### src/sv/button_press_classifier_with_timers_unit_macros.svh
// ----------------------------------------------------------------------------
// Button press classifier - assertion macros
// Shared assertion helpers, clocked on clk and disabled while rst_n is low.
// ----------------------------------------------------------------------------
`ifndef BUTTON_PRESS_CLASSIFIER_WITH_TIMERS_UNIT_MACROS_SVH
`define BUTTON_PRESS_CLASSIFIER_WITH_TIMERS_UNIT_MACROS_SVH

// Same-cycle implication
`define BPC_ASSERT_IMPL(lbl, ante, cons, msg) \
  lbl: assert property (@(posedge clk) disable iff (!rst_n) (ante) |-> (cons)) \
    else $error(msg);

// Next-cycle implication
`define BPC_ASSERT_NEXT(lbl, ante, cons, msg) \
  lbl: assert property (@(posedge clk) disable iff (!rst_n) (ante) |=> (cons)) \
    else $error(msg);

`endif

### src/sv/bpc_pkg.sv
// ----------------------------------------------------------------------------
// Button press classifier package
// Request and result types, command codes and constants shared by the classifier modules.
// ----------------------------------------------------------------------------
package bpc_pkg;

  // Request command codes
  typedef enum logic [2:0] {
    CMD_TICK       = 3'd0,
    CMD_START_BEEP = 3'd1,
    CMD_FETCH      = 3'd2,
    CMD_LOAD_SENS  = 3'd3,
    CMD_LOAD_SCRL  = 3'd4,
    CMD_LOAD_ALARM = 3'd5
  } cmd_t;

  // Configuration register indexes
  localparam logic [1:0] CFG_SHORT_PRESS = 2'd0;
  localparam logic [1:0] CFG_LONG_PRESS  = 2'd1;
  localparam logic [1:0] CFG_TICKS_SEC   = 2'd2;

  // Register reset values
  localparam logic [15:0] SHORT_PRESS_RST = 16'd5;
  localparam logic [15:0] LONG_PRESS_RST  = 16'd50;
  localparam logic [7:0]  TICKS_SEC_RST   = 8'd100;

  // Beeper pattern gate
  localparam logic [7:0]  BEEP_MASK  = 8'h0E;
  localparam logic [7:0]  BEEP_LIMIT = 8'd8;
  localparam logic [15:0] COUNT_MAX  = 16'hFFFF;

  typedef struct packed {
    logic [15:0] short_press_ticks;
    logic [15:0] long_press_ticks;
    logic [7:0]  ticks_per_second;
  } cfg_t;

  typedef struct packed {
    cmd_t        cmd;
    logic        key_set_n;
    logic        key_inc_n;
    logic        key_dec_n;
    logic [15:0] load_value;
  } item_t;

  typedef struct packed {
    logic [15:0] alarm_seconds;
    logic [7:0]  scroll_seconds;
    logic [7:0]  sensor_seconds;
    logic        beeper_level;
    logic [7:0]  button_command;
  } result_t;

  // Pipeline control between stages
  typedef struct packed {
    logic in_load;
    logic advance;
  } pipe_ctl_t;

endpackage

### src/sv/bpc_cfg.sv
// ----------------------------------------------------------------------------
// Button press classifier configuration registers
// Holds the press thresholds and the prescaler reload value.
// ----------------------------------------------------------------------------
module bpc_cfg (
  input  logic         clk,
  input  logic         rst_n,
  input  logic         wr_en,
  input  logic [1:0]   wr_index,
  input  logic [15:0]  wr_data,
  output bpc_pkg::cfg_t cfg
);
  import bpc_pkg::*;

  cfg_t cfg_r;

  // Register writes; unknown indexes are ignored
  always_ff @(posedge clk) begin
    if (!rst_n) begin
      cfg_r.short_press_ticks <= SHORT_PRESS_RST;
      cfg_r.long_press_ticks  <= LONG_PRESS_RST;
      cfg_r.ticks_per_second  <= TICKS_SEC_RST;
    end else if (wr_en) begin
      case (wr_index)
        CFG_SHORT_PRESS: cfg_r.short_press_ticks <= wr_data;
        CFG_LONG_PRESS:  cfg_r.long_press_ticks  <= wr_data;
        CFG_TICKS_SEC:   cfg_r.ticks_per_second  <= wr_data[7:0];
        default: ;
      endcase
    end
  end

  assign cfg = cfg_r;

endmodule

### src/sv/bpc_in_stage.sv
// ----------------------------------------------------------------------------
// Button press classifier input register
// Captures one request; refills in the cycle it drains.
// ----------------------------------------------------------------------------
module bpc_in_stage (
  input  logic               clk,
  input  logic               rst_n,
  input  bpc_pkg::pipe_ctl_t ctl,
  input  bpc_pkg::item_t     item_in,
  output logic               valid,
  output bpc_pkg::item_t     item
);
  import bpc_pkg::*;

  logic  valid_r;
  logic  valid_nxt;
  item_t item_r;

  // Occupancy
  always_comb begin
    valid_nxt = valid_r;
    if (ctl.in_load) begin
      valid_nxt = 1'b1;
    end else if (ctl.advance) begin
      valid_nxt = 1'b0;
    end
  end

  always_ff @(posedge clk) begin
    if (!rst_n) begin
      valid_r <= 1'b0;
    end else begin
      valid_r <= valid_nxt;
    end
  end

  // Payload
  always_ff @(posedge clk) begin
    if (ctl.in_load) begin
      item_r <= item_in;
    end
  end

  assign valid = valid_r;
  assign item  = item_r;

endmodule

### src/sv/bpc_core.sv
// ----------------------------------------------------------------------------
// Button press classifier core
// Key classification, second prescaler, countdowns and beeper pattern.
// ----------------------------------------------------------------------------
module bpc_core (
  input  logic               clk,
  input  logic               rst_n,
  input  bpc_pkg::pipe_ctl_t ctl,
  input  bpc_pkg::cfg_t      cfg,
  input  bpc_pkg::item_t     item,
  output bpc_pkg::result_t   result
);
  import bpc_pkg::*;

  logic [15:0] press_count_r, press_count_nxt;
  logic [2:0]  held_keys_r, held_keys_nxt;
  logic [7:0]  pending_r, pending_nxt;
  logic [7:0]  prescaler_r, prescaler_nxt;
  logic [7:0]  sensor_r, sensor_nxt;
  logic [7:0]  scroll_r, scroll_nxt;
  logic [15:0] alarm_r, alarm_nxt;
  logic [7:0]  beep_cnt_r, beep_cnt_nxt;
  logic        beep_pin_r, beep_pin_nxt;

  logic [15:0] count_inc;
  logic [2:0]  key_mask;
  logic [7:0]  fetched;

  // Next state for one request
  always_comb begin
    press_count_nxt = press_count_r;
    held_keys_nxt   = held_keys_r;
    pending_nxt     = pending_r;
    prescaler_nxt   = prescaler_r;
    sensor_nxt      = sensor_r;
    scroll_nxt      = scroll_r;
    alarm_nxt       = alarm_r;
    beep_cnt_nxt    = beep_cnt_r;
    beep_pin_nxt    = beep_pin_r;
    fetched         = 8'd0;
    key_mask        = ~{item.key_dec_n, item.key_inc_n, item.key_set_n};
    count_inc       = (press_count_r == COUNT_MAX) ? press_count_r
                                                   : press_count_r + 16'd1;
    case (item.cmd)
      CMD_TICK: begin
        // Key classification
        if (key_mask != 3'd0) begin
          if (key_mask == held_keys_r) begin
            press_count_nxt = count_inc;
            if (count_inc == cfg.long_press_ticks) begin
              pending_nxt = {1'b0, held_keys_r, 4'd0};
            end
          end else begin
            held_keys_nxt = key_mask;
          end
        end else begin
          if ((press_count_r > cfg.short_press_ticks) &&
              (press_count_r < cfg.long_press_ticks)) begin
            pending_nxt = {5'd0, held_keys_r};
          end
          press_count_nxt = 16'd0;
        end
        // Second prescaler and countdowns
        if (prescaler_r != 8'd0) begin
          prescaler_nxt = prescaler_r - 8'd1;
        end else begin
          prescaler_nxt = cfg.ticks_per_second;
          if (sensor_r != 8'd0) sensor_nxt = sensor_r - 8'd1;
          if (scroll_r != 8'd0) scroll_nxt = scroll_r - 8'd1;
          if (alarm_r != 16'd0) alarm_nxt = alarm_r - 16'd1;
        end
        // Beep countdown reloads while the alarm runs
        if (beep_cnt_r != 8'd0) begin
          beep_cnt_nxt = beep_cnt_r - 8'd1;
        end else if (alarm_nxt != 16'd0) begin
          beep_cnt_nxt = cfg.ticks_per_second;
        end
        // Beeper pin pattern
        if ((beep_cnt_nxt & BEEP_MASK) > BEEP_LIMIT) begin
          if (prescaler_nxt > (cfg.ticks_per_second >> 1)) begin
            beep_pin_nxt = 1'b0;
          end
        end else begin
          beep_pin_nxt = 1'b1;
        end
      end
      CMD_START_BEEP: begin
        beep_cnt_nxt  = item.load_value[7:0];
        prescaler_nxt = cfg.ticks_per_second;
        alarm_nxt     = 16'd0;
      end
      CMD_FETCH: begin
        fetched     = pending_r;
        pending_nxt = 8'd0;
      end
      CMD_LOAD_SENS:  sensor_nxt = item.load_value[7:0];
      CMD_LOAD_SCRL:  scroll_nxt = item.load_value[7:0];
      CMD_LOAD_ALARM: alarm_nxt  = item.load_value;
      default: ;
    endcase
  end

  // State registers, updated as a request moves to the result register
  always_ff @(posedge clk) begin
    if (!rst_n) begin
      press_count_r <= 16'd0;
      held_keys_r   <= 3'd0;
      pending_r     <= 8'd0;
      prescaler_r   <= TICKS_SEC_RST;
      sensor_r      <= 8'd0;
      scroll_r      <= 8'd0;
      alarm_r       <= 16'd0;
      beep_cnt_r    <= 8'd0;
      beep_pin_r    <= 1'b1;
    end else if (ctl.advance) begin
      press_count_r <= press_count_nxt;
      held_keys_r   <= held_keys_nxt;
      pending_r     <= pending_nxt;
      prescaler_r   <= prescaler_nxt;
      sensor_r      <= sensor_nxt;
      scroll_r      <= scroll_nxt;
      alarm_r       <= alarm_nxt;
      beep_cnt_r    <= beep_cnt_nxt;
      beep_pin_r    <= beep_pin_nxt;
    end
  end

  // Result reflects the updated state
  always_comb begin
    result.button_command = fetched;
    result.beeper_level   = beep_pin_nxt;
    result.sensor_seconds = sensor_nxt;
    result.scroll_seconds = scroll_nxt;
    result.alarm_seconds  = alarm_nxt;
  end

endmodule

### src/sv/bpc_out_stage.sv
// ----------------------------------------------------------------------------
// Button press classifier result register
// Holds one result until the consumer takes it.
// ----------------------------------------------------------------------------
module bpc_out_stage (
  input  logic               clk,
  input  logic               rst_n,
  input  bpc_pkg::pipe_ctl_t ctl,
  input  logic               out_taken,
  input  bpc_pkg::result_t   result_in,
  output logic               valid,
  output bpc_pkg::result_t   result
);
  import bpc_pkg::*;

  logic    valid_r;
  logic    valid_nxt;
  result_t result_r;

  // Occupancy
  always_comb begin
    valid_nxt = valid_r;
    if (ctl.advance) begin
      valid_nxt = 1'b1;
    end else if (out_taken) begin
      valid_nxt = 1'b0;
    end
  end

  always_ff @(posedge clk) begin
    if (!rst_n) begin
      valid_r <= 1'b0;
    end else begin
      valid_r <= valid_nxt;
    end
  end

  // Payload
  always_ff @(posedge clk) begin
    if (ctl.advance) begin
      result_r <= result_in;
    end
  end

  assign valid  = valid_r;
  assign result = result_r;

endmodule

### src/sv/button_press_classifier_with_timers_unit.sv
// Sustains one request per clock while the output is not stalled: a request
// is captured in an input register, goes through the key, prescaler and
// beeper update and lands in the result register. The result register
// sets the throughput; a request moves on whenever that register is empty
// or being taken. Configuration writes are taken in any cycle and apply to
// requests processed after them; no clearing pass follows reset.
// ----------------------------------------------------------------------------
// Button press classifier with timers - top level
// Short/long key press detection, second countdowns and alarm beeper.
// ----------------------------------------------------------------------------
`include "button_press_classifier_with_timers_unit_macros.svh"

module button_press_classifier_with_timers_unit (
  input  logic        clk,
  input  logic        rst_n,
  // configuration
  input  logic        cfg_valid,
  output logic        cfg_ready,
  input  logic [1:0]  cfg_index,
  input  logic [15:0] cfg_data,
  // requests
  input  logic        in_tvalid,
  output logic        in_tready,
  input  logic [23:0] in_tdata,  // key_set_n, key_inc_n, key_dec_n, load_value[15:0], pad
  input  logic [2:0]  in_tuser,  // cmd
  // results
  output logic        out_tvalid,
  input  logic        out_tready,
  output logic [47:0] out_tdata  // button_command[7:0], beeper_level,
                                 // sensor_seconds[7:0], scroll_seconds[7:0],
                                 // alarm_seconds[15:0], pad
);
  import bpc_pkg::*;

  cfg_t      cfg;
  item_t     item_in;
  item_t     item;
  result_t   result_comb;
  result_t   result;
  pipe_ctl_t ctl;
  logic      in_valid;

  // Request unpacking
  always_comb begin
    item_in.cmd        = cmd_t'(in_tuser);
    item_in.key_set_n  = in_tdata[0];
    item_in.key_inc_n  = in_tdata[1];
    item_in.key_dec_n  = in_tdata[2];
    item_in.load_value = in_tdata[18:3];
  end

  // Pipeline control
  assign ctl.advance = in_valid & (~out_tvalid | out_tready);
  assign in_tready   = ~in_valid | ctl.advance;
  assign ctl.in_load = in_tvalid & in_tready;
  assign cfg_ready   = 1'b1;

  bpc_cfg u_cfg (
    .clk      (clk),
    .rst_n    (rst_n),
    .wr_en    (cfg_valid & cfg_ready),
    .wr_index (cfg_index),
    .wr_data  (cfg_data),
    .cfg      (cfg)
  );

  bpc_in_stage u_in (
    .clk     (clk),
    .rst_n   (rst_n),
    .ctl     (ctl),
    .item_in (item_in),
    .valid   (in_valid),
    .item    (item)
  );

  bpc_core u_core (
    .clk    (clk),
    .rst_n  (rst_n),
    .ctl    (ctl),
    .cfg    (cfg),
    .item   (item),
    .result (result_comb)
  );

  bpc_out_stage u_out (
    .clk       (clk),
    .rst_n     (rst_n),
    .ctl       (ctl),
    .out_taken (out_tvalid & out_tready),
    .result_in (result_comb),
    .valid     (out_tvalid),
    .result    (result)
  );

  // Result packing
  assign out_tdata = {7'd0, result.alarm_seconds, result.scroll_seconds,
                      result.sensor_seconds, result.beeper_level,
                      result.button_command};

  // Checks
  `BPC_ASSERT_IMPL(a_drain_when_empty, !out_tvalid, in_tready,
                   "input stalled with an empty result register")
  `BPC_ASSERT_NEXT(a_advance_fills, ctl.advance, out_tvalid,
                   "advanced request did not reach the result register")
  `BPC_ASSERT_IMPL(a_one_press_kind, out_tvalid,
                   (result.button_command[7:4] == 4'd0) ||
                   (result.button_command[3:0] == 4'd0),
                   "command holds both a short and a long press")
  `BPC_ASSERT_IMPL(a_cmd_unused_bits, out_tvalid,
                   (result.button_command[7] == 1'b0) &&
                   (result.button_command[3] == 1'b0),
                   "command holds a key outside the mask")

endmodule
### config.mk
export PLATFORM = sky130hd
export DESIGN_NAME = button_press_classifier_with_timers_unit
export DESIGN_NICKNAME = d
export VERILOG_FILES = /design/src/sv/bpc_pkg.sv /design/src/sv/bpc_cfg.sv /design/src/sv/bpc_in_stage.sv /design/src/sv/bpc_core.sv /design/src/sv/bpc_out_stage.sv /design/src/sv/button_press_classifier_with_timers_unit.sv
export VERILOG_INCLUDE_DIRS = /design/src /design/src/sv
export SDC_FILE = /design/constraint.sdc
export NUM_CORES = 1
export LEC_CHECK = 0
export BUFFER_PORTS_ARGS = -buffer_cell sky130_fd_sc_hd__buf_2
export CAP_MARGIN = 20
export CORE_ASPECT_RATIO = 0.7
export CORE_MARGIN = 5
export CORE_UTILIZATION = 55
export CTS_CLUSTER_SIZE = 30
export DETAILED_ROUTE_END_ITERATION = 16
export PLACE_DENSITY = 0.76
export SLEW_MARGIN = 20
export SYNTH_ARGS = -nofsm -noshare
export SYNTH_HDL_FRONTEND = slang
export SYNTH_SLANG_ARGS = --single-unit
### constraint.sdc
create_clock -name clk -period 6.5 [get_ports clk]
set_clock_uncertainty 0.05 [all_clocks]
set_input_delay 0.325 -clock clk [delete_from_list [all_inputs] [get_ports clk]]
set_output_delay 0.325 -clock clk [all_outputs]
set_load 0.02 [all_outputs]
# Yosys cells after proc, flatten, opt, wreduce, memory -nomap -nowiden
# Cells that the tools add are included.
[word_totals]
register_bits = 181
input_bits = 50
[op_classes]
addsub = 6
order_cmp = 4
n_eq_ne = 15
muxes = 32
n_bitwise = 9
reduce_logical = 22
[op_table]
columns = ["op", "n"]
rows = [
  ["two-way mux 8 bit", 13],
  ["two-way mux 16 bit", 6],
  ["one-hot mux 8 bit (2 select lines)", 5],
  ["one-hot mux 16 bit (3 select lines)", 1],
  ["nonzero test 16 bit", 2],
  ["nonzero test 8 bit", 4],
  ["subtractor 8 x 1 -> 8 bit (second input constant)", 4],
  ["adder 16 x 1 -> 16 bit (second input constant)", 1],
  ["equality test 16 bit", 1],
  ["equality test 16 bit (second input constant)", 1],
  ["> comparator 16 bit", 1],
  ["< comparator 16 bit", 1],
  ["subtractor 16 x 1 -> 16 bit (second input constant)", 1],
  ["> comparator 8 x 7 -> 1 bit", 1],
  ["AND reduction 2 bit", 4],
  ["nonzero test 2 bit", 4],
  ["two-way mux 1 bit", 7],
  ["equality test 3 x 2 -> 1 bit (second input constant)", 2],
  ["equality test 3 bit (second input constant)", 2],
  ["inequality test 3 x 1 -> 1 bit (second input constant)", 2],
  ["inequality test 3 bit (second input constant)", 2],
  ["AND reduction 3 bit", 2],
  ["AND reduction 5 bit", 1],
  ["> comparator 4 bit (second input constant)", 1],
  ["other kinds (14)", 19],
]

# Longest topological paths before layout
# Gate-level depths: netlist of run 1.
[depth]
depth_word = 11
ltp_mapped = 16
depth_no_buf = 15

# Cells and area by module
# A second synthesis of run 1 with hierarchy kept.
[unflattened]
hier_cells = 1178
hier_area_um2 = 10378.7
[modules_own_cells]
columns = ["mod", "n_inst", "cells_each", "area_each_um2"]
rows = [
  ["bpc_core", 1, 940, 6721.4],
  ["bpc_cfg", 1, 154, 1570.3],
  ["bpc_out_stage", 1, 44, 1272.5],
  ["bpc_in_stage", 1, 25, 701.9],
  ["button_press_classifier_with_timers_unit", 1, 15, 112.6],
]

# Worst setup path before layout of run 1
# OpenSTA, ideal clock, no wires.
[synth_path]
kind = "register -> register"
startpoint = "reg u_core.alarm_r[0]"
endpoint = "reg u_out.result_r, in the netlist u_out.result[8], data pin"
setup_ns = 0.260
arrival_time_ns = 2.754
setup_slack_ns = 3.436
stages_incl_launch_ff = 12
synth_period_minus_slack_ns = 3.064
cell_sequence = "dfxtp_1 -> inv_1 -> ha_1 -> or3b_2 -> or4_1 -> buf_2 -> or4_4 -> o311ai_4 -> nor4b_4 -> a21oi_1 -> a2bb2oi_1 -> nand2_1"
[synth_lines]
columns = ["element", "line", "text"]
rows = [
  ["from (decl)", "bpc_core.sv:21", "logic [15:0] alarm_r, alarm_nxt;"],
  ["from (signal assigned)", "bpc_core.sv:122", "alarm_r <= alarm_nxt;"],
  ["to (signal assigned)", "bpc_out_stage.sv:41", "result_r <= result_in;"],
  ["to (decl)", "bpc_out_stage.sv:18", "result_t result_r;"],
]

# Final worst setup path of run 1
[layout_path]
startpoint = "reg u_core.prescaler_r[0]"
endpoint = "reg u_core.beep_cnt_r[4]"
[layout_between]
elab_chain_len = 6
[layout_lines]
columns = ["element", "line", "text"]
rows = [
  ["from (decl)", "bpc_core.sv:18", "logic [7:0] prescaler_r, prescaler_nxt;"],
  ["from (signal assigned)", "bpc_core.sv:119", "prescaler_r <= prescaler_nxt;"],
  ["nonzero test 8 bit", "bpc_core.sv:64", "if (prescaler_r != 8'd0) begin"],
  ["two-way mux 16 bit", "bpc_core.sv:64", ""],
  ["two-way mux 16 bit", "bpc_core.sv:44", "case (item.cmd)"],
  ["nonzero test 16 bit", "bpc_core.sv:75", "end else if (alarm_nxt != 16'd0) begin"],
  ["inequality test 3 x 1 -> 1 bit (no line)", "--", ""],
  ["AND reduction 3 bit (no line)", "--", ""],
  ["to (signal assigned)", "bpc_core.sv:123", "beep_cnt_r <= beep_cnt_nxt;"],
  ["to (decl)", "bpc_core.sv:22", "logic [7:0] beep_cnt_r, beep_cnt_nxt;"],
]
# No other way between the ends. The select of a mux whose other input is x is not followed.
# A chain may end at the register's enable or synchronous reset.

==> flow_summary.ini, run 1 <==
[logic_synthesis]
yosysUniqueCellTypes = 73
synth_edf_count = 61
syn_inst = 1240
netlist.area_leader.share_pct = 22.4
yosysTopAreaCell = dfxtp_1
syn_avg_cell_area_um2 = 8.38
synth-seq-cells = 177
synth-seq-area-share_pct = 40.0
synthTopCellsByArea = dfxtp_1 (22%), edfxtp_1 (18%), nand2_1 (6.0%)
async_flop_share_pct = 0
mappedNetlistArea_um2 = 10400
synth_commonest_cells = nand2_1 (167), dfxtp_1 (116), nor2_1 (113), a21oi_1 (84), clkbuf_1 (71)
ys_warn_count = 0
yosys.cell_count.top_type = nand2_1
ys.flop_type = dfxtp_1

[power_and_ir_drop]
irDropWorstVdd_v = 0.000130
cellPowerDensity_nw_per_um2 = 228
p_leak_nw = 4.42

[setup_path]
cp.depth = 10
ff2ff_path_depth = 10
path_class = reg2reg
r2r_start = u_core.prescaler_r[0]
r2r-end = u_core.beep_cnt_r[4]
crit_buf_inv = 1
critPathMostFrequentCell = nor3b_1
cp_data_required_time_ps = 6750
crit_family = simple AND/OR/NAND/NOR gates
cpPeakStageDelay_ps = 680
path_cells = inv_1 -> ha_1 -> nor3b_1 -> nand2_1 -> nor4_1 -> xnor2_1 -> nor3b_1 -> nand2_4 -> o311ai_4 -> o32ai_1
end_kind = register
reg2reg_slack_ps = 2850
cp.arrival_ps = 3900
start_kind = register
crit_path_max_fanout = 18
cpMaxStageDelayCell = nor4_1

[cells_and_area]
fin_area_um2 = 11500
area_delta_synth_final_pct = 10.8
diodes = 0
nets = 1374
drive_gt1_share_pct = 12.3

[timing]
tns_ps = 0
fmax_mhz = 274
maxSlewViolCount = 0
final_hold_viol_count = 0
max_slew.worst_pin.slew_ps = 1060
fin_ws_ps = 2850
slew_headroom_pct = 29.1
layout_min_cycle_time_ps = 3650
post-route-period-util_pct = 56.1
setup_violations = 0
grt_setup_unrepaired = false

[global_route]
grt_util_all_layers_pct = 25.3
grt_max_degree = 83
overflow = 0
grt_pass1_vias = 8765
grt_first_pass_wirelength_mm = 45.4
antenna_found_initial = 0

[run]
cap_viol_max_count = 0

[place]
dpl.hpwl_mm = 19.3
io_buffers = 85
dpl_worst_slack_ps = 2710
place_congestion = 0.990
place_area_um2 = 10900

[clock_tree]
hold_buffers = 2
h-tree-depth = 4
clock-sinks = 177
cts.clk_slew.worst_paths_ps = 70
clock_latency_ps = 430
root_buffer = clkbuf_16
cts_buffers = 17
post_cts_buffers = 0
cts.repair.resized = 0
clockBufferDepth = 2
cts_tree = yes

[floorplan]
rows = 42
fp.dieH_um = 125
start_util_pct = 55.5
die_area_um2 = 21800
pin_count = 101
die_width_um = 174
core_area_um2 = 18700

[drt]
routedWlPerCell_um = 18.5
drtIter0Drc = 1166
drtPass1Iterations = 7
drc_errors = 0
vias = 9569
vias_per_cell = 6.25
detail-route-antenna-nets = 0
wirelength_mm = 28.4

[hold_path]
holdPathStages = 1
hold_class = in2reg
hold-path-endpoint = u_in.item[10]
holdCritStartpoint = in_tdata[13]

[status]
status = finished, final reports clean
[cell type report]
class / count / area [um2]
clock inverter: 14 / 148
fill: 1593 / 7200
clock buffer: 18 / 450
inverter: 69 / 259
sequential: 177 / 4150
multi-input combinational: 912 / 5660
timing repair buffer: 99 / 536
tap: 242 / 303
[cells in the final DEF (no fill, tap or decap), types with 8 or more instances in the layout]
cell type / count
ha_1: 48
clkbuf_16: 18
nor3_1: 37
dfxtp_1: 116
a211oi_1: 16
or3_1: 13
nor2b_1: 13
nor2_1: 113
nand2b_1: 8
nand3_1: 32
o21ai_0: 65
and3_1: 9
buf_4: 12
o211ai_1: 11
nand3b_1: 8
buf_2: 85
a221o_1: 12
xnor2_1: 28
mux2i_1: 19
inv_1: 67
nand2_1: 167
a21o_1: 15
o31ai_1: 9
nor4_1: 21
a31oi_1: 17
conb_1: 10
nand4_1: 23
a21oi_1: 84
edfxtp_1: 61
[worst max-delay path by stage]
| stage | from | to | slack [ps] |
|---|---|---|---|
| CTS | u_core.press_count_r[1] | u_core.pending_r[4] | 2680 |
| global placement | u_core.press_count_r[1] | u_core.pending_r[4] | 2780 |
| finish | u_core.prescaler_r[0] | u_core.beep_cnt_r[4] | 2850 |
| global route | u_core.prescaler_r[0] | u_core.beep_cnt_r[0] | 2560 |
| floorplan | u_core.alarm_r[0] | u_out.result[8] | 3440 |
| detailed placement | u_core.press_count_r[1] | u_core.pending_r[4] | 2710 |
[cells by family after synthesis]
group / synth area share (%)
adder cells (fa/ha/maj): 5.78
AO/OA/AOI/OAI: 20.2
other: 0.0723
buffers and inverters: 6.18
XOR/XNOR: 2.78
AND/OR/NAND/NOR: 22.9
flip-flops: 40.0
multiplexers: 2.16
[through the flow]
stage,hold WS [ps],power [mW],instances,util (%)
global placement,392,1.59,1497,58.1
global route,1.67,2.73,1531,61.5
detailed placement,396,1.60,1497,58.1
floorplan,374,1.50,1248,-
finish,13.4,2.63,1531,61.5
CTS,1.72,2.63,1531,61.4
[sequential cells by signal, summed over array words and instances, names as in the netlist]
register and cells:
u_core.press_count_r 16, u_core.sensor_r 8, u_core.scroll_r 8, u_core.pending_r 6, u_out.result 39, u_core.prescaler_r 8
u_core.beep_cnt_r 8, u_core.alarm_r 16, u_out.valid 1, u_cfg.cfg 40, u_core.beep_pin_r 1, u_in.item 22
u_core.held_keys_r 3, u_in.valid 1
[per-layer routing]
layer	global-route usage, %	wire length [um]
met5	0	0
met4	6.47	440
met3	5.49	3060
met2	35.6	11600
met1	39.1	13300
[where the power goes]
| part | switching, mW | internal [mW] | total [mW] |
|---|---|---|---|
| combinational | 0.224 | 0.123 | 0.346 |
| clock | 0.449 | 0.595 | 1.04 |
| sequential | 0.0440 | 1.19 | 1.24 |
| total | 0.716 | 1.91 | 2.63 |
Power figures use the tool's default switching activity.
==> inputs of run 2 (changes only) <==
- ABC_AREA: unset -> 1
- CORE_UTILIZATION: 55 -> 54
- PLACE_DENSITY: 0.76 -> 0.78
- clock period: 6.5 -> 3.05 ns (I/O delays scaled with it)
==> run 2 against run 1 <==
Against the previous run:
- global-route usage is 0.53 points higher
- cell count is 9.7% higher
- combinational power rose to 2.5 times the previous value
- setup slack worse by 2700 ps
- area after synthesis decreased by 5.2%
- critical path depth increased by 5
- core utilization is 2.8 points higher
- sequential power is 110% higher
- clock power rose by 110%
- final area is 0.40% higher
- hold slack gained 1.4 ps
- die area shrank 3.2%
- critical endpoint is now u_core.pending_r[2]
- largest power group unchanged
- highest routed layer unchanged
==> flow_summary.ini, run 2 <==
[logic_synthesis]
yosysUniqueCellTypes = 42
ys.flop_type = dfxtp_1
synth_commonest_cells = nand2_1 (234), inv_1 (182), a21oi_1 (134), dfxtp_1 (116), o21ai_0 (114)
netlist.area_leader.share_pct = 23.6
synthAdderAreaFrac_pct = 6.10
synth-seq-cells = 177
synth_simple_gate_area_share_pct = 21.0
ys_warn_count = 0
synth_top_family_by_area = simple AND/OR/NAND/NOR gates
mappedNetlistArea_um2 = 9850
async_flop_share_pct = 0
yosys.cell_count.top_type = nand2_1
yosysTopAreaCell = dfxtp_1
synthTopCellsByArea = dfxtp_1 (24%), edfxtp_1 (19%), nand2_1 (8.9%)
syn_inst = 1300
synth_compound_area_share_pct = 17.9
syn_avg_cell_area_um2 = 7.58
synth_edf_count = 61
synth-seq-area-share_pct = 42.2
synth_xor_xnor_area_share_pct = 2.93
synthMuxAreaShare_pct = 0

[setup_path]
path_class = reg2reg
r2r_start = u_core.press_count_r[3]
start_kind = register
crit_path_max_fanout = 9
end_kind = register
reg2reg_slack_ps = 190
cp_data_required_time_ps = 3290
cp.arrival_ps = 3100
r2r-end = u_core.pending_r[2]
ff2ff_path_depth = 15

[run]
cap_viol_max_count = 0

[global_route]
antenna_found_initial = 0
grt_max_degree = 65
grt_pass1_vias = 8535
grt_first_pass_wirelength_mm = 43.7
grt_util_all_layers_pct = 25.8
overflow = 0

[power_and_ir_drop]
cellPowerDensity_nw_per_um2 = 493
irDropWorstVdd_v = 0.000262
p_leak_nw = 5.15

[hold_path]
hold-path-endpoint = u_cfg.cfg[23]
holdCritStartpoint = cfg_data[15]
hold_class = in2reg
holdPathStages = 3

[cells_and_area]
fin_util_pct = 64.3
nets = 1528
area_delta_synth_final_pct = 17.3
layout_common_cells = nand2_1 (233), inv_1 (181), a21oi_1 (134)
drive_gt1_share_pct = 11.9
fillers = 1517
largest_register_ffs = 40
diodes = 0
seqCellArea_um2 = 4150
final_common_cell = nand2_1
multi_input_area_um2 = 4780

[clock_tree]
root_buffer = clkbuf_16
clock_latency_ps = 440
cts_buffers = 17
cts_tree = yes
post_cts_buffers = 0
cts.clk_slew.worst_paths_ps = 70
h-tree-depth = 4
clockBufferDepth = 2
clock-sinks = 177

[timing]
setup_violations = 0
maxSlewViolCount = 0
grt_setup_unrepaired = false
final_hold_viol_count = 0
post-route-period-util_pct = 93.9
max_slew.worst_pin.slew_ps = 990
slew_headroom_pct = 33.9
layout_min_cycle_time_ps = 2860
tns_ps = 0
fmax_mhz = 349

[place]
io_buffers = 85
dpl.hpwl_mm = 19.0
place_congestion = 0.971

[floorplan]
pin_count = 101
core_area_um2 = 18000
die_area_um2 = 21100
die_width_um = 171
rows = 41
fp.dieH_um = 123
start_util_pct = 54.9

[drt]
detail-route-antenna-nets = 0
drtIter0Drc = 1207
drtPass1Iterations = 7
routedWlPerCell_um = 16.1
vias_per_cell = 5.63
vias = 9454
wirelength_mm = 27.0
drc_errors = 0

[status]
status = finished, final reports clean
-- run 2: cell types whose count changed after synthesis, moves of 15 or more --
cell,before,now
inv_1,67,182
o21ai_0,65,114
a21oi_1,84,134
xor2_1,5,30
xnor2_1,28,3
nand2_1,167,234
nor4_1,22,2
nor3_1,38,21
nand3_1,32,88
a211oi_1,16,1
o221ai_1,7,25
mux2i_1,19,0
clkbuf_1,71,31
-- run 2: where the power goes --
part / internal [mW] / total (mW) / switching [mW]
Sequential: 2.57 / 2.64 / 0.0735
Clock: 1.19 / 2.19 / 1.00
Combinational: 0.296 / 0.870 / 0.574
-- run 2: cell type report --
type	count	area share, %
multi-input combinational	889	41.3
sequential	177	36.0
timing repair buffer	152	8.86
inverter	193	6.27
clock buffer	20	3.95
tap	236	2.56
clock inverter	12	1.06
-- run 2: cell families (layout without fill, tap and decap cells) --
family                     count (synthesis)  count (layout)
other                                      2              10
DFF                                      177             177
adders and majority gates                 48              48
AOI/OAI and AO/OA                        315             315
and+or+nand+nor                          483             483
buffers and inverters                    242             377
xor gates and xnor gates                  33              33
-- run 2: worst max path at each step --
stage / from / end / slack [ps] / cells past startpoint
after floorplan: u_core.prescaler_r[0] / u_out.result[8] / 270 / 18
after global placement: u_core.prescaler_r[0] / u_out.result[8] / 330 / 18
after detailed placement: u_core.prescaler_r[0] / u_out.result[8] / 270 / 18
after CTS: u_core.prescaler_r[0] / u_out.result[8] / 260 / 18
after global routing: u_core.prescaler_r[0] / u_out.result[8] / 20 / 18
final: u_core.press_count_r[3] / u_core.pending_r[2] / 190 / 15
-- run 2: what timing repair did --
item                                    CTS  global route
hold buffers                             38             0
endpoints found under the setup margin    0             3
endpoints found under the hold margin    45             0
gates resized for setup                   0             4
-- run 2: metrics by stage --
step                setup slack [ps]  power (mW)  cells  cell area [um2]  hold WS, ps
CTS                              258        5.68   1679            11500         1.53
global placement                 335        3.47   1609            10600          280
detailed placement               274        3.49   1609            10600          281
global route                    18.1        5.94   1679            11600         32.6
finish                           187        5.70   1679            11600         14.9
floorplan                        269        3.25   1308             9880          201
-- run 2: routing by layer --
layer | GRT usage (%) | wire [um] | share of wire, %
met1 | 38.6 | 12400 | 46
met2 | 37.6 | 11200 | 42
met3 | 5.53 | 2890 | 11
met4 | 7.47 | 506 | 1.9
met5 | 0 | 0 | 0
-- run 2: worst max-delay path: stages, from the launching register on --
cell,delay (ps)
dfxtp_1,470
inv_1,130
nor3_1,390
nand2_1,220
nor2_1,290
nand3_1,140
xor2_1,190
nand2_1,110
nand2_1,70
nand3_1,80
nor2_1,100
nand3_1,120
nand2_4,150
nand2_2,90
nand2_1,70
a21oi_1,50
